### src/smmm_pkg.sv
// Shared types and constants for the sample-set statistics block.
// No dependencies; compile before every other file of the block.
package smmm_pkg;

    // Width of the sensor number carried in each result
    localparam int SENSOR_W = 8;

    // Top-level sequencer states
    typedef enum logic [1:0] {
        ST_COLLECT,
        ST_DRAIN,
        ST_OUT
    } smmm_state_t;

    // Commands broadcast from the sequencer to every sorting cell
    typedef struct packed {
        logic insert;   // place the broadcast sample into the sorted chain
        logic shift;    // move every cell one place towards cell 0
    } cell_ctrl_t;

endpackage

### src/smmm_cell.sv
// One cell of the insertion-sorting chain: holds one sample and its valid bit.
// Depends on smmm_pkg (cell_ctrl_t).
module smmm_cell import smmm_pkg::*; #(
    parameter int SAMPLE_BITS = 16
) (
    input  logic                          clk,
    input  logic                          rst_n,
    input  cell_ctrl_t                    ctrl,
    input  logic signed [SAMPLE_BITS-1:0] x,
    input  logic signed [SAMPLE_BITS-1:0] prev_value,
    input  logic                          prev_valid,
    input  logic                          prev_take,
    input  logic signed [SAMPLE_BITS-1:0] next_value,
    input  logic                          next_valid,
    output logic signed [SAMPLE_BITS-1:0] value,
    output logic                          valid,
    output logic                          take
);

    logic signed [SAMPLE_BITS-1:0] value_reg, value_next;
    logic                          valid_reg, valid_next;

    // This cell moves on insert when it is empty or holds a larger sample
    assign take = !valid_reg || (value_reg > x);

    // Insert: take the lower neighbour's sample if it moves too, else the new one.
    // Shift: pull from the upper neighbour.
    always_comb
    begin
        value_next = value_reg;
        valid_next = valid_reg;
        if (ctrl.insert && take)
        begin
            if (prev_take)
            begin
                value_next = prev_value;
                valid_next = prev_valid;
            end
            else
            begin
                value_next = x;
                valid_next = 1'b1;
            end
        end
        else if (ctrl.shift)
        begin
            value_next = next_value;
            valid_next = next_valid;
        end
    end

    // Valid bit is control state; the sample itself needs no reset
    always_ff @(posedge clk or negedge rst_n)
    begin
        if (!rst_n)
        begin
            valid_reg <= 1'b0;
        end
        else
        begin
            valid_reg <= valid_next;
        end
    end

    always_ff @(posedge clk)
    begin
        value_reg <= value_next;
    end

    assign value = value_reg;
    assign valid = valid_reg;

endmodule

### config.mk
export PLATFORM = sky130hd
export DESIGN_NAME = smmm_cell
export DESIGN_NICKNAME = d
export VERILOG_FILES = /design/src/smmm_pkg.sv /design/src/smmm_cell.sv
export SDC_FILE = /design/constraint.sdc
export NUM_CORES = 1
export LEC_CHECK = 0
export BUFFER_PORTS_ARGS = -buffer_cell sky130_fd_sc_hd__buf_2
export CAP_MARGIN = 5
export CORE_MARGIN = 3
export CORE_UTILIZATION = 40
export DETAILED_ROUTE_END_ITERATION = 16
export PLACE_DENSITY = 0.82
export SYNTH_ARGS = -nofsm -noshare
export SYNTH_HDL_FRONTEND = slang
export SYNTH_SLANG_ARGS = --single-unit
### constraint.sdc
create_clock -name clk -period 3.5 [get_ports clk]
set_clock_uncertainty 0.1 [all_clocks]
set_input_delay 0.35 -clock clk [delete_from_list [all_inputs] [get_ports clk]]
set_output_delay 0.35 -clock clk [all_outputs]
set_load 0.1 [all_outputs]
# Yosys cells after proc, flatten, opt, wreduce, memory -nomap -nowiden
# Index checks and enable logic that the tools add are counted.
word_totals:
  register_bits: 17
  in_bits: 55
  out_inout_bits: 18
op_classes:
  reduce_logical: 4
  n_mux: 6
  magnitude_cmp: 1
op_table:
  columns: ["operator", "count"]
  rows:
  - ["$mux 16", 3]
  - ["$gt 16x16->1", 1]
  - ["$mux 1", 3]
  - ["$reduce_bool 2->1", 1]
  - ["$logic_and 1x1->1", 1]
  - ["$logic_not 1->1", 1]
  - ["$logic_or 1x1->1", 1]

# Longest topological paths before layout
# Gate-level depths: netlist of the first run.
logic_depth:
  word_depth: 4
  mapped_depth: 9
  mapped_depth_nobuf: 8

# Least setup slack after synthesis of the first run
# Ideal clock, no wire load.
synth_timing:
  path_type: "register to output"
  startpoint: "register value_reg[15] (netlist: value[15])"
  endpoint: "output take"
  path_slack_ns: -1.209
  path_buffers: 0
  t_required_ns: 3.050
  path_stages_with_launch: 7
  arrival_time_ns: 4.259
  cell_sequence: "edfxtp_1 > ha_1 > and4_1 > a221oi_1 > nand2_1 > xor2_1 > o21ai_0"
synth_via:
  elab_chain_cells: 2
synth_lines:
  columns: ["item", "line_no", "rtl"]
  rows:
  - ["start: declaration", "smmm_cell.sv:20", "logic signed [SAMPLE_BITS-1:0] value_reg, value_next;"]
  - ["start signal: assignment", "smmm_cell.sv:67", "value_reg <= value_next;"]
  - ["$gt 16x16->1", "smmm_cell.sv:24", "assign take = !valid_reg || (value_reg > x);"]
  - ["$logic_or 1x1->1", "smmm_cell.sv:24", null]
  - ["end: declaration", "smmm_cell.sv:17", "output logic take"]
# No other way between the ends.

# Worst setup path in the final report of the first run
layout_timing:
  startpoint: "register value_reg[11] (netlist: value[11])"
  endpoint: "output take"
# Same word-level chain as after synthesis.

==> results_dict.tcl, run 1 <==
set metrics [dict create \
    place_ws_ns 0.463 \
    clock.fmax_mhz 331 \
    nets 284 \
    crit_type "reg -> out" \
    cts_tree "done" \
    slew_headroom 0.672 \
    cp_num_cells 8 \
    power.density_mw_per_mm2 916 \
    p_leak_nw 0.936 \
    ant_nets 0 \
    fp.dieW_um 65.3 \
    max-cap-violations 0 \
    drtIter0Drc 45 \
    first_pass_iters 4 \
    holdPathStages 2 \
    die-area_mm2 0.00427 \
    hold_class "in -> reg" \
    yosys_warnings 0 \
    synth-seq-cells 17 \
    reg2reg_slack_ns 0.52 \
    crit_required_ns 3.05 \
    grt_overflow 0 \
    grt_max_degree 33 \
    tightest_slew_ns 0.495 \
    rsz0062_at_grt "false" \
    r2r_cells 7 \
    layout.cells.most_common_list "buf_2 (72), nand2_1 (22), inv_1 (18)" \
    start_util 0.440 \
    crit_slowest_cell "buf_2" \
    syn2layout_area_growth_pct 30.2 \
    grt_pass1_wl_mm 5.51 \
    cts_max_level 1 \
    cts.reportedPaths.clkPinSlew_ns 0.11 \
    syn_inst 139 \
    yosysUniqueCellTypes 30 \
    route.vias.total 1260 \
    clock-root-buffer "clkbuf_4" \
    synth_nets 210 \
    diodes 0 \
    fillers 335 \
    regToRegEndpoint "value[10]" \
    setup_slack_ns 0.478 \
    report.final.setup_viol 0 \
    status "finished, final reports clean" \
    final_max_slew_viol_count 0 \
    critical-path-max-stage-delay_ns 0.44 \
    largest_register_ff_count 16 \
    cp_top_family "compound AO/OA/AOI/OAI gates" \
    critPathBufInv 1 \
    dp_hpwl_mm 2.79 \
    path_cells "ha_1 > a21oi_1 > o21ai_0 > a221oi_1 > nand2_1 > xor2_1 > o21ai_2 > buf_2" \
    port_buffers 72 \
    worstHoldEndpoint "value[11]" \
    post-route-min-period_ns 3.02 \
    drt-total-wl_mm 3.35 \
    ios 73 \
    ir_drop_uv 438 \
    cts_made_buffers 3 \
    r2r-start "value[11]" \
    hold_viol_final 0 \
    fin_crit_sh 0.863 \
    setup-tns-final_ns 0 \
    rows 20 \
    grt_usage 0.165 \
    worstSetupStartpointType "flip-flop" \
    drc 0 \
    place_congestion 0.716 \
    worstSetupEndpointType "primary output" \
    die-height_um 65.3 \
    clk_latency_ns 0.30 \
    coreArea_mm2 0.00320 \
    synth_seq_area_share 0.359 \
    grt_pass1_vias 1327 \
    drive_gt1_frac 0.472 \
    syn_area_mm2 0.00141 \
    cts.sinks 17 \
    cp_max_fo 3 \
    viasPerCell 4.92 \
    avgSynthCellArea_um2 10.1 \
    antenna_found_initial 0 \
    clk_path_buf_depth 2 \
    hp-start "next_value[11]" \
    post_drt_wl_per_cell_um 13.1 \
    layout_commonest_cell "buf_2" \
    arrival_ns 2.57 \
]
repair_timing:
action / 4_1_cts / 5_1_grt
hold endpoints to repair: 1 / 0
resized for setup: 0 / 0
buffers inserted: 0 / 0
hold buffers: 1 / 0
cell families after synthesis:
group,after synthesis,share of synthesized area
compound gates,27,0.107
xor+xnor,1,0.00622
fa+ha+maj,16,0.142
buf+inv,22,0.0702
flops,17,0.359
mux,19,0.171
simple gates,37,0.145
how the worst max path moves through the flow:
stage / to / slack [ns] / startpoint
2_1_floorplan: take / 0.06 / value[15]
3_3_place_gp: value[9] / 0.49 / x[15]
3_5_place_dp: value[5] / 0.46 / x[11]
4_1_cts: take / 0.47 / value[11]
5_1_grt: take / 0.25 / value[9]
6_report: take / 0.48 / value[11]
where the power goes:
group | switching [mW] | internal (mW)
combinational | 0.901 | 0.286
sequential | 0.0482 | 0.335
clock | 0.0663 | 0.0426
layout make-up:
class / instances / area, um2 / share of cell area
Timing Repair Buffer: 73 / 370 / 0.202
Clock inverter: 1 / 5.00 / 0.00273
Clock buffer: 3 / 22.5 / 0.0123
Multi-Input combinational cell: 100 / 808 / 0.441
Tap cell: 44 / 55.1 / 0.0300
Sequential cell: 17 / 505 / 0.276
Inverter: 18 / 67.6 / 0.0368
Yosys cell counts (all sizes together):
cell type / instances / area share
mux2: 17 / 0.16
ha: 16 / 0.14
nand2: 22 / 0.059
buf: 1 / 0.014
mux2i: 2 / 0.014
nor3: 1 / 0.0071
inv: 18 / 0.048
xor2: 1 / 0.0062
or2b: 1 / 0.0053
nand2b: 1 / 0.0044
dfrtp: 1 / 0.018
and4: 1 / 0.0062
a221oi: 1 / 0.0062
edfxtp: 16 / 0.34
or3b: 2 / 0.014
nor2: 1 / 0.0027
a211oi: 1 / 0.0089
or2: 1 / 0.0044
nand3: 1 / 0.0035
o221ai: 1 / 0.0062
nand4: 4 / 0.028
nand3b: 1 / 0.0053
a21oi: 6 / 0.021
o21ai: 18 / 0.064
clkbuf: 3 / 0.0080
nor2b: 1 / 0.0044
stage by stage:
stage / utilization / instances / hold slack [ns] / area (um2) / power [mW]
finish: 0.573 / 256 / 0.241 / 1830 / 1.68
global route: 0.573 / 256 / 0.231 / 1830 / 1.78
CTS: 0.573 / 256 / 0.233 / 1830 / 1.70
detailed placement: 0.561 / 251 / 0.0274 / 1800 / 1.58
global placement: 0.561 / 251 / 0.0267 / 1800 / 1.56
floorplan: - / 139 / -0.0456 / 1410 / 1.41
worst reg2reg max path: stages (launching register included):
cell and delay [ns]:
edfxtp_1 0.42, ha_1 0.33, a21oi_1 0.14, o21ai_0 0.11, a221oi_1 0.41, or3b_2 0.23
nand4_4 0.35, or2_2 0.60
layer usage:
| metal | up-vias | GRT usage | wire length [um] |
|---|---|---|---|
| met2 | 52 | 0.311 | 1780 |
| met4 | 0 | 0.0233 | 8 |
| met3 | 2 | 0.0547 | 291 |
| li1 | 643 | - | - |
| met5 | - | 0 | 0 |
| met1 | 563 | 0.181 | 1270 |
(Power assumes the default switching activity.)
==> inputs of run 2 (changes only) <==
- PLACE_DENSITY: 0.82 -> 0.75
- clock period: 3.5 -> 3.2 ns (I/O delays scaled with it)
==> run 2 against run 1 <==
  * Via count decreased by 2.8%
  * Cell area increased by 1.3%
  * Utilization increased by 0.74 points
  * First-iteration DRC count decreased by 56%
  * Critical path depth unchanged
  * Cell count unchanged
  * Register-to-register slack got worse by 0.18 ns
  * Wire length decreased by 5.9%
  * Combinational power increased by 11%
==> results_dict.tcl, run 2 (synthesized netlist as in run 1, its figures left out) <==
set metrics [dict create \
    die-height_um 65.3 \
    crit_slowest_cell "a221oi_1" \
    grt_usage 0.152 \
    arrival_ns 2.50 \
    layout.cells.most_common_list "buf_2 (71), nand2_1 (22), inv_1 (18)" \
    cp_top_family "compound AO/OA/AOI/OAI gates" \
    clock-root-buffer "clkbuf_4" \
    power_mw 1.86 \
    utilization 0.580 \
    p_leak_nw 0.936 \
    multi_input_area_um2 831 \
    cts_made_buffers 3 \
    route.vias.total 1225 \
    setup_slack_ns 0.280 \
    seq_area_um2 505 \
    clk_path_buf_depth 2 \
    coreArea_mm2 0.00320 \
    final_max_slew_viol_count 0 \
    viasPerCell 4.79 \
    hold_viol_final 0 \
    status "finished, final reports clean" \
    drtIter0Drc 20 \
    fillers 318 \
    max-cap-violations 0 \
    drc 0 \
    cts_tree "done" \
    ios 73 \
    worstHoldEndpoint "valid" \
    setup-tns-final_ns 0 \
    layout_commonest_cell "buf_2" \
    regToRegEndpoint "value[6]" \
    fin_crit_sh 0.912 \
    hp-start "prev_valid" \
    post-route-min-period_ns 2.92 \
    cts.sinks 17 \
    place_ws_ns 0.320 \
    tightest_slew_ns 0.487 \
    syn2layout_area_growth_pct 31.9 \
    grt_pass1_wl_mm 5.18 \
    antenna_found_initial 0 \
    fin_area_mm2 0.00186 \
    place_congestion 0.750 \
    clock_power_share 0.064 \
    worstSetupStartpointType "flip-flop" \
    grt_pass1_vias 1238 \
    power.density_mw_per_mm2 1000 \
    cts_setup_buffers 0 \
    dp_hpwl_mm 2.52 \
    grt_overflow 0 \
    drt-total-wl_mm 3.15 \
    holdPathStages 3 \
    report.final.setup_viol 0 \
    p_sw_frac 0.598 \
    diodes 0 \
    p_comb_frac 0.709 \
    rows 20 \
    worst_hold_slack_ns 0.202 \
    rsz0062_at_grt "false" \
    dpl_cell_area_mm2 0.00182 \
    ir_drop_uv 448 \
    crit_required_ns 2.78 \
    port_buffers 72 \
    drive_gt1_frac 0.472 \
    largest_register_ff_count 16 \
    nets 284 \
    slew_headroom 0.676 \
    clk_latency_ns 0.29 \
    start_util 0.440 \
    clock.fmax_mhz 343 \
    cp_max_fo 3 \
    instances_no_fill 256 \
    switching_power_mw 1.11 \
    critPathBufInv 1 \
    cts.reportedPaths.clkPinSlew_ns 0.11 \
    hold_class "in -> reg" \
    seqPwrFrac 0.226 \
    crit_type "reg -> out" \
    worstSetupEndpointType "primary output" \
    ant_nets 0 \
    cts_max_level 1 \
    critical-path-max-stage-delay_ns 0.42 \
    place_inst 251 \
    reg2reg_slack_ns 0.34 \
    path_cells "ha_1 > a21oi_1 > o21ai_0 > a221oi_1 > nand2_1 > xor2_1 > o21ai_4 > clkbuf_4" \
    die-area_mm2 0.00427 \
    r2r-start "value[9]" \
    r2r_cells 7 \
    post_drt_wl_per_cell_um 12.3 \
    fp.dieW_um 65.3 \
    grt_max_degree 33 \
    first_pass_iters 4 \
    p_int_mw 0.747 \
]
[run 2: how the worst max path moves through the flow]
stage | slack (ns) | start | endpoint | cells after the start
6_report | 0.28 | value[9] | take | 8
5_1_grt | 0.09 | value[9] | take | 8
4_1_cts | 0.18 | value[9] | take | 8
3_5_place_dp | 0.32 | x[9] | value[4] | 9
3_3_place_gp | 0.39 | x[9] | value[6] | 9
2_1_floorplan | 0.05 | value[11] | take | 7
[run 2: final cells by class]
type / instances / share of cell area
Clock buffer: 4 / 0.0141
Inverter: 18 / 0.0364
Multi-Input combinational cell: 100 / 0.447
Sequential cell: 17 / 0.272
Tap cell: 44 / 0.0296
Timing Repair Buffer: 73 / 0.201
[run 2: tightest hold or removal path: stages]
cell and delay (ns):
buf_2 0.08, nor2b_1 0.04, mux2i_1 0.11
[run 2: repair_timing]
action                                  4_1_cts  5_1_grt
endpoints found under the hold margin         1        0
gates resized for setup                       0        1
hold buffers                                  1        0
endpoints found under the setup margin        0        1
[run 2: routing by layer]
layer / vias to the layer above / GRT usage / wire length, um
li1: 642 / - / -
met1: 536 / 0.193 / 1460
met2: 44 / 0.257 / 1440
met3: 3 / 0.0410 / 230
met4: 0 / 0.0311 / 19
met5: - / 0 / 0
[run 2: power groups by stage]
| stage | logic [mW] | registers (mW) | clock network [mW] |
|---|---|---|---|
| global route | 1.39 | 0.434 | 0.135 |
| finish | 1.32 | 0.420 | 0.120 |
| floorplan | 0.516 | 1.05 | 0 |
| global placement | 1.31 | 0.423 | 0 |
| CTS | 1.32 | 0.421 | 0.127 |
| detailed placement | 1.32 | 0.425 | 0 |
