<file path="src/smmm_div.sv">
// Iterative restoring divider: signed dividend by unsigned divisor, one
// quotient bit per cycle, truncating toward zero. No package dependency.
module smmm_div #(
    parameter int DIVIDEND_W = 27,
    parameter int DIVISOR_W  = 11
) (
    input  logic                         clk,
    input  logic                         rst_n,
    input  logic                         start,
    input  logic signed [DIVIDEND_W-1:0] dividend,
    input  logic        [DIVISOR_W-1:0]  divisor,
    output logic                         done,
    output logic signed [DIVIDEND_W-1:0] quotient
);

    localparam int STEP_W = (DIVIDEND_W > 1) ? $clog2(DIVIDEND_W) : 1;

    logic [DIVIDEND_W-1:0] quo_reg, quo_next;
    logic [DIVISOR_W-1:0]  rem_reg, rem_next;
    logic [DIVISOR_W-1:0]  den_reg, den_next;
    logic                  neg_reg, neg_next;
    logic [STEP_W-1:0]     step_reg, step_next;
    logic                  busy_reg, busy_next;
    logic                  done_reg, done_next;

    logic [DIVISOR_W:0]    rem_shift;
    logic [DIVISOR_W:0]    rem_diff;
    logic                  fit;
    logic [DIVIDEND_W-1:0] magnitude;

    // Magnitude of the dividend, taken as unsigned so the most negative value fits
    assign magnitude = dividend[DIVIDEND_W-1] ? (~dividend + 1'b1) : dividend;

    // One restoring step: bring down the next dividend bit, subtract if it fits
    assign rem_shift = {rem_reg, quo_reg[DIVIDEND_W-1]};
    assign rem_diff  = rem_shift - {1'b0, den_reg};
    assign fit       = rem_shift >= {1'b0, den_reg};

    always_comb
    begin
        quo_next  = quo_reg;
        rem_next  = rem_reg;
        den_next  = den_reg;
        neg_next  = neg_reg;
        step_next = step_reg;
        busy_next = busy_reg;
        done_next = done_reg;
        if (start)
        begin
            quo_next  = magnitude;
            rem_next  = '0;
            den_next  = divisor;
            neg_next  = dividend[DIVIDEND_W-1];
            step_next = '0;
            busy_next = 1'b1;
            done_next = 1'b0;
        end
        else if (busy_reg)
        begin
            quo_next  = {quo_reg[DIVIDEND_W-2:0], fit};
            rem_next  = fit ? rem_diff[DIVISOR_W-1:0] : rem_shift[DIVISOR_W-1:0];
            step_next = step_reg + 1'b1;
            if (step_reg == STEP_W'(DIVIDEND_W - 1))
            begin
                busy_next = 1'b0;
                done_next = 1'b1;
            end
        end
    end

    always_ff @(posedge clk or negedge rst_n)
    begin
        if (!rst_n)
        begin
            busy_reg <= 1'b0;
            done_reg <= 1'b0;
            step_reg <= '0;
        end
        else
        begin
            busy_reg <= busy_next;
            done_reg <= done_next;
            step_reg <= step_next;
        end
    end

    always_ff @(posedge clk)
    begin
        quo_reg <= quo_next;
        rem_reg <= rem_next;
        den_reg <= den_next;
        neg_reg <= neg_next;
    end

    assign done     = done_reg;
    assign quotient = neg_reg ? (~quo_reg + 1'b1) : quo_reg;

endmodule

</file>
<file path="config.mk">
export PLATFORM = sky130hd
export DESIGN_NAME = smmm_div
export DESIGN_NICKNAME = d
export VERILOG_FILES = /design/src/smmm_div.sv
export SDC_FILE = /design/constraint.sdc
export NUM_CORES = 1
export LEC_CHECK = 0
export BUFFER_PORTS_ARGS = -buffer_cell sky130_fd_sc_hd__buf_2
export CORE_UTILIZATION = 30
export CTS_CLUSTER_DIAMETER = 60
export CTS_CLUSTER_SIZE = 14
export DETAILED_ROUTE_END_ITERATION = 10
export PLACE_DENSITY = 0.59
export SYNTH_ARGS = -nofsm -noshare
export SYNTH_HDL_FRONTEND = slang
export SYNTH_SLANG_ARGS = --single-unit
</file>
<file path="constraint.sdc">
create_clock -name clk -period 3.2 [get_ports clk]
set_input_delay 0.16 -clock clk [delete_from_list [all_inputs] [get_ports clk]]
set_output_delay 0.16 -clock clk [all_outputs]
set_load 0.01 [all_outputs]
</file>
* After elaboration in Yosys (flattened, before gate mapping)
Cells that the tools add are included.
Word-level totals: bits in registers 57, bits in latches 0, bits in writable memories 0, bits in read-only memories 0, bits of input ports 41, output and inout port bits 28, word-level logic and storage cells 31, memories kept 0
Cells by class: add/sub/neg operators 4, multiply operators 0, divide/modulo/power cells 0, $lt $le $gt $ge 1, equality and inequality tests 1, shifts and indexed selects 0, muxes and demuxes 13, bitwise operators 2, reductions and logical operators 3
Operator list (count):
- $mux 27 | 4
- $add 27x1->27 const B | 2
- $not 27->27 | 2
- $ge 12x11->1 | 1
- $mux 11 | 1
- $sub 11x11->11 | 1
- $mux 5 | 2
- $mux 1 | 6
- $add 5x1->5 const B | 1
- $eq 5x5->1 const B | 1
- $reduce_bool 2->1 | 2
- $reduce_and 2->1 | 1

* Longest topological paths before layout
Gate-level depths: netlist of run 1.
word-level depth 4, mapped depth 10, mapped depth without buffers 9

* Worst setup path before layout of run 1
No wires, ideal clock.
path kind register to register, start reg quo_reg[26], end reg rem_reg[1], setup time 0.122 ns, arrival time 2.269 ns, required time 3.078 ns, setup slack 0.809 ns, cell stages (with the launch flop) 11, buffers on the path 1, clock period less this slack 2.391 ns, cell sequence edfxtp_1 inv_1 ha_1 fa_1 nor2b_1 o31a_1 o21ai_1 o21ai_2 buf_2 nor4_1 a311o_1
On the way: cells in the longest elaborated chain, start to end 2, elaborated cells on any way between the ends 3, those cells by class add/sub: 1; order compare: 1; mux: 1
Ends and longest elaborated chain:
- start: declaration | RTL line 18 | logic [DIVIDEND_W-1:0] quo_reg, quo_next;
- start signal: assignment | RTL line 89 | quo_reg <= quo_next;
- $sub 11x11->11 or $ge 12x11->1 (tied branches) | RTL line 36, 37
- $mux 11 (*) | RTL line 61 | rem_next = fit ? rem_diff[DIVISOR_W-1:0] : rem_shift[DIVISOR_W-1:0];
- end signal: assignment | RTL line 90 | rem_reg <= rem_next;
- end: declaration | RTL line 19 | logic [DIVISOR_W-1:0] rem_reg, rem_next;
Every way passes the cells marked *; elsewhere a longest branch is shown, timed or not. A chain may end at the register's enable or synchronous reset.

* Worst setup path in the final report of run 1
start reg quo_reg[11], end out quotient[26]
On the way: cells in the longest elaborated chain, start to end 3
Ends and longest elaborated chain:
- $not 27->27 | RTL line 96 | assign quotient = neg_reg ? (~quo_reg + 1'b1) : quo_reg;
- $add 27x1->27 | RTL line 96
- $mux 27 | RTL line 96
- end: declaration | RTL line 13 | output logic signed [DIVIDEND_W-1:0] quotient
No other way between the ends.

==> out/metrics.yaml, run 1 <==
sta:
  hold-worst-slack_ns: 0.00710
  slew_violations: 0
  final.setup.tns_ns: 0
  finalClockSkew_ns: 0.00476
  hold_violations: 0
  rsz0062_at_grt: "false"
  period_share_pct: 86.6
  setup_viol_count_final: 0
  maxSlewHeadroom_pct: 67.9
  tightestPinTransition_ns: 0.482
  max_freq_mhz: 361
  setup_slack_ns: 0.428
  post-route-min-period_ns: 2.77
worst_setup_path:
  crit_required_ns: 3.04
  regToRegEndpoint: "rem_reg[1]$_SDFFE_PP0P_"
  crit-reg2reg-launch: "quo_reg[26]$_DFFE_PP_"
  end_kind: "primary output"
  worst-r2r-cell-count: 10
  cp-endpoint: "quotient[26]"
  critPathMaxFanout: 4
  reg2reg_slack_ns: 0.67
  worst_setup_path_start_kind: "flop"
  worst_ep_arrival_time_ns: 2.61
  critPathLaunch: "quo_reg[11]$_DFFE_PP_"
  crit_type: "reg2out"
logic_synthesis:
  syn_nets: 481
  netlist_instances: 424
  ys_warn_count: 0
  netlist_area_sq_mm: 0.00400
  avgSynthCellArea_sq_um: 9.44
  synth_edf_count: 39
  synth.distinct_cells: 57
  yosysSeqAreaShare_pct: 39.1
  synth_flop_cell: "edfxtp_1"
  synth-seq-cells: 57
  synth_async_sr_flop_share_pct: 12.3
pwr:
  leakage_nw: 1.94
  clkPwrFrac_pct: 29.0
  ir_drop_uv: 278
  switching_share_pct: 33.9
  p_comb_share_pct: 35.3
  intPower_w: 0.00191
  seqPwrFrac_pct: 35.7
  p_switching_w: 0.000978
  p_per_area_mw_per_mm2: 597
placement:
  placed_cells: 653
  gp_congestion: 0.854
  dpl_worst_slack_ns: 0.685
  placed_area_sq_mm: 0.00454
  io_buffer_count: 68
  dp.final_hpwl_mm: 7.28
drt:
  routed_via_density: 4.96
  antenna_left: 0
  wire_per_inst_um: 14.1
  first_pass_iters: 4
  wirelength_mm: 9.50
  drcViolationCount: 0
  route.vias.total: 3332
  first_iter_violations: 168
cells_and_area:
  antenna_cells: 0
  largest_register_ffs: 27
  design_area_sq_mm: 0.00483
  syn_to_final_growth_pct: 20.6
  drive_above_1_share_pct: 23.2
  fin_cells: 672
  n_fill_cell: 1362
  nNetsFinal: 552
grt:
  grt_pass1_wl_mm: 16.4
  grt_usage_pct: 14.7
  grt_max_degree: 31
  overflow: 0
  antenna_found_initial: 0
  grt_pass1_vias: 3406
clocking:
  holdBufCountCts: 3
  cts_tree: "done"
  cts_sinks: 57
  cts_made_buffers: 9
  htreeDepth: 3
  cts-resized-gates: 0
  cts_max_path_buffers: 2
  clkTransAtPathRegs_ns: 0.05
  post_cts.repair.setup_buffers: 0
  clkLatencyLatePin_ns: 0.33
  cts_root_buf: "clkbuf_16"
floorplanning:
  core_area_sq_mm: 0.0128
  fp.dieH_um: 118
  dieArea_sq_mm: 0.0138
  die_w_um: 118
  ioPinCount: 69
  initial_core_util_pct: 31.2
  rows: 41
min_path:
  hp-class: "in2reg"
  hold_depth: 1
status:
  status: "finished clean"
flow_run:
  drv_cap: 0
==> worst min path at each step <==
| stage | from | end | slack [ns] |
|---|---|---|---|
| 3_5_place_dp | rst_n | step_reg[4]$_DFFE_PN0P_ | 0.002 |
| 5_1_grt | divisor[4] | den_reg[4]$_DFFE_PP_ | 0.0009 |
| 2_1_floorplan | rst_n | busy_reg$_DFF_PN0_ | -0.14 |
| 3_3_place_gp | rst_n | step_reg[4]$_DFFE_PN0P_ | 0.002 |
| 6_report | divisor[3] | den_reg[3]$_DFFE_PP_ | 0.007 |
| 4_1_cts | divisor[3] | den_reg[3]$_DFFE_PP_ | 0.001 |
==> layer usage <==
metal	routed length, um	part of all wire (%)	vias up	GRT usage [%]
met1	4410	46	1580	19.1
li1	-	-	1672	-
met2	4590	48	64	24.1
met4	195	2.1	0	6.41
met3	300	3.2	16	2.47
met5	0	0	-	0
==> kinds of logic after synthesis <==
kind of cell	synth area share, %
buffers and inverters	4.09
AND/OR/NAND/NOR	16.8
XOR/XNOR	12.7
adder cells (fa/ha/maj)	5.19
flip-flops	39.1
multiplexers	4.59
AO/OA/AOI/OAI	17.5
==> Yosys cell counts, types with 3 or more instances <==
library cell,n,area [sq um]
or3_1,11,68.8
xnor2_1,30,263
nand3_1,5,25.0
clkbuf_1,10,37.5
o41ai_1,4,35.0
a21oi_1,27,135
and2_1,3,18.8
o21a_1,4,30.0
edfxtp_1,39,1170
o31ai_1,4,30.0
nand2b_1,8,50.1
a211oi_1,8,60.1
or4_1,5,37.5
o211ai_1,3,22.5
nor3_1,7,35.0
nor4_1,4,25.0
o21ai_0,26,130
inv_1,23,86.3
nand4_1,4,25.0
buf_1,6,22.5
dfrtp_1,7,175
mux2i_1,6,60.1
xor2_1,28,245
ha_1,15,188
o31a_1,4,35.0
nor4b_1,3,26.3
o21ai_1,3,15.0
dfxtp_1,11,220
nor2_1,40,150
nand2_1,27,101
mux2_2,11,124
a21oi_2,3,26.3
==> per-stage QoR <==
step                      util [%]  total power (W)
after floorplan                  -          0.00177
after global placement        35.4          0.00204
after detailed placement      35.4          0.00206
after CTS                     37.7          0.00291
after global routing          37.7          0.00309
final                         37.7          0.00289
==> critical path, stage by stage (launching register included) <==
cell and delay [ns]:
edfxtp_1 0.41, or4_4 0.57, or4_4 0.54, a21oi_4 0.22, nand2_2 0.11, a21oi_2 0.13
xnor2_1 0.14, buf_2 0.16
==> power groups by stage <==
stage | Sequential [W] | Clock (W) | Combinational (W)
2_1_floorplan | 0.00101 | 0 | 0.000755
3_3_place_gp | 0.00104 | 0 | 0.00100
3_5_place_dp | 0.00104 | 0 | 0.00102
4_1_cts | 0.00103 | 0.000854 | 0.00103
5_1_grt | 0.00105 | 0.000888 | 0.00115
6_report | 0.00103 | 0.000836 | 0.00102
==> placed cells by master (no fill, tap or decap), types with 4 or more instances in the layout <==
cell type,instances
mux2i_1,6
a211oi_1,8
dfxtp_1,11
xnor2_1,30
or3_1,11
or4_1,5
nand3_1,5
nor2_1,40
nand2b_1,8
xor2_1,28
inv_1,23
nand2_1,27
o31ai_1,4
buf_4,8
mux2_2,11
nor3_1,7
a21oi_1,27
clkinv_2,5
nor4_1,4
o21a_1,4
o41ai_1,4
dfrtp_1,7
o21ai_0,26
buf_2,68
ha_1,15
clkbuf_16,9
o31a_1,4
nand4_1,4
edfxtp_1,39
==> layout make-up <==
type,count,area (sq um),area share [%]
clock inverters,5,25.0,0.518
flip-flops and latches,57,1570,32.4
inverters,23,86.3,1.79
multi-input cells,325,2270,47.1
well taps,172,215,4.46
clock buffers,11,233,4.82
repair buffers,79,430,8.91
(Power assumes the default switching activity.)
==> run 2: changes to the inputs <==
--- a/config.mk
+++ b/config.mk
@@ -11,6 +11,7 @@
 export CTS_CLUSTER_SIZE = 14
 export DETAILED_ROUTE_END_ITERATION = 10
 export PLACE_DENSITY = 0.59
+export REMOVE_ABC_BUFFERS = 1
 export SYNTH_ARGS = -nofsm -noshare
 export SYNTH_HDL_FRONTEND = slang
 export SYNTH_SLANG_ARGS = --single-unit
==> out/metrics.yaml, run 2 (synthesis gave the netlist of run 1 again) <==
pwr:
  p_per_area_mw_per_mm2: 604
  leakage_nw: 1.95
  ir_drop_uv: 273
placement:
  gp_congestion: 0.790
  io_buffer_count: 68
  dp.final_hpwl_mm: 7.18
  placed_cells: 650
drt:
  route.vias.total: 3323
  wirelength_mm: 9.86
  first_iter_violations: 193
  first_pass_iters: 4
  antenna_left: 0
  drcViolationCount: 0
  routed_via_density: 4.94
  wire_per_inst_um: 14.6
floorplanning:
  ioPinCount: 69
  initial_core_util_pct: 31.2
  rows: 41
  fp.dieH_um: 118
  core_area_sq_mm: 0.0128
  die_w_um: 118
  dieArea_sq_mm: 0.0138
clocking:
  clkLatencyLatePin_ns: 0.33
  clkTransAtPathRegs_ns: 0.05
  cts_root_buf: "clkbuf_16"
  htreeDepth: 3
  cts_max_path_buffers: 2
  cts_tree: "done"
  cts_made_buffers: 9
  cts-resized-gates: 0
  cts_sinks: 57
min_path:
  hp-class: "in2reg"
grt:
  antenna_found_initial: 0
  grt_pass1_vias: 3213
  grt_pass1_wl_mm: 16.4
  grt_usage_pct: 15.0
  overflow: 0
  grt_max_degree: 54
worst_setup_path:
  slowest_delay_ns: 0.53
  slowest_stage: "or4_1"
  end_kind: "primary output"
  crit_type: "reg2out"
  worst_ep_arrival_time_ns: 2.75
  path_cells: "or4_1 > o21ai_0 > and2_1 > nand2_1 > a21oi_1 > xnor2_1 > buf_2"
  worst_setup_path_start_kind: "flop"
  crit_required_ns: 3.04
  critPathMaxFanout: 6
sta:
  post-route-min-period_ns: 2.91
  maxSlewHeadroom_pct: 60.3
  period_share_pct: 91.0
  hold_violations: 0
  rsz0062_at_grt: "false"
  max_freq_mhz: 343
  setup_viol_count_final: 0
  slew_violations: 0
  final.setup.tns_ns: 0
  tightestPinTransition_ns: 0.591
  finalClockSkew_ns: 0.00548
  hold-worst-slack_ns: 0.0145
cells_and_area:
  nNetsFinal: 553
  layout_common_cells: "buf_2 (68), nor2_1 (40), edfxtp_1 (39), xnor2_1 (30), xor2_1 (28)"
  fin_cells: 673
  antenna_cells: 0
  syn_to_final_growth_pct: 21.8
  drive_above_1_share_pct: 22.4
  largest_register_ffs: 27
  final_common_cell: "buf_2"
flow_run:
  drv_cap: 0
status:
  status: "finished clean"
-- run 2: what timing repair did --
action / in CTS / in global routing
endpoints found under the setup margin: 0 / 0
hold buffers: 7 / 0
endpoints found under the hold margin: 13 / 0
setup buffers: 0 / 0
-- run 2: path summary, 6_finish.rpt --
kind	slack [ns]	endpoint	start	depth (start not counted)
max	0.29	quotient[25]	quo_reg[3]$_DFFE_PP_	7
min reg2reg	0.50	done$_DFFE_PN0P_	done$_DFFE_PN0P_	1
min in group asynchronous	0.19	busy_reg$_DFF_PN0_	rst_n	2
max reg2reg	0.37	rem_reg[3]$_SDFFE_PP0P_	quo_reg[26]$_DFFE_PP_	10
max in group asynchronous	2.85	step_reg[2]$_DFFE_PN0P_	rst_n	2
min	0.01	den_reg[3]$_DFFE_PP_	divisor[3]	1
-- run 2: report_power, final --
part	switching, W	total (W)	internal, W
logic	0.000563	0.00103	0.000472
clock network	0.000321	0.000877	0.000557
registers	0.000112	0.00103	0.000923
-- run 2: metrics by stage --
stage | util [%] | setup slack (ns) | cell area [sq um] | total power (W)
6_report | 38.0 | 0.286 | 4880 | 0.00295
5_1_grt | 38.0 | 0.0798 | 4880 | 0.00314
4_1_cts | 38.0 | 0.223 | 4880 | 0.00297
3_5_place_dp | 35.3 | 0.395 | 4530 | 0.00207
3_3_place_gp | 35.3 | 0.509 | 4530 | 0.00205
2_1_floorplan | - | 0.808 | 3930 | 0.00174
-- run 2: critical path, delay by kind of cell, from the launching register on --
| family | cells | cell delay, ns |
|---|---|---|
| simple gates | 3 | 1.05 |
| flops | 1 | 0.43 |
| compound gates | 2 | 0.66 |
| xor+xnor | 1 | 0.14 |
| buf+inv | 1 | 0.15 |
-- run 2: area by class of cell --
| class | instances | area, sq um |
|---|---|---|
| inverter | 23 | 86.3 |
| clock buffer | 12 | 256 |
| multi-input combinational | 325 | 2270 |
| sequential | 57 | 1570 |
| timing repair buffer | 80 | 460 |
| tap | 172 | 215 |
| fill | 1332 | 7950 |
| clock inverter | 4 | 17.5 |
-- run 2: per-layer routing --
layer	up-vias	GRT usage (%)	share of wire (%)
li1	1674	-	-
met1	1555	19.4	47
met2	84	24.3	46
met3	10	4.46	5.2
met4	0	3.61	1.0
met5	-	0	0
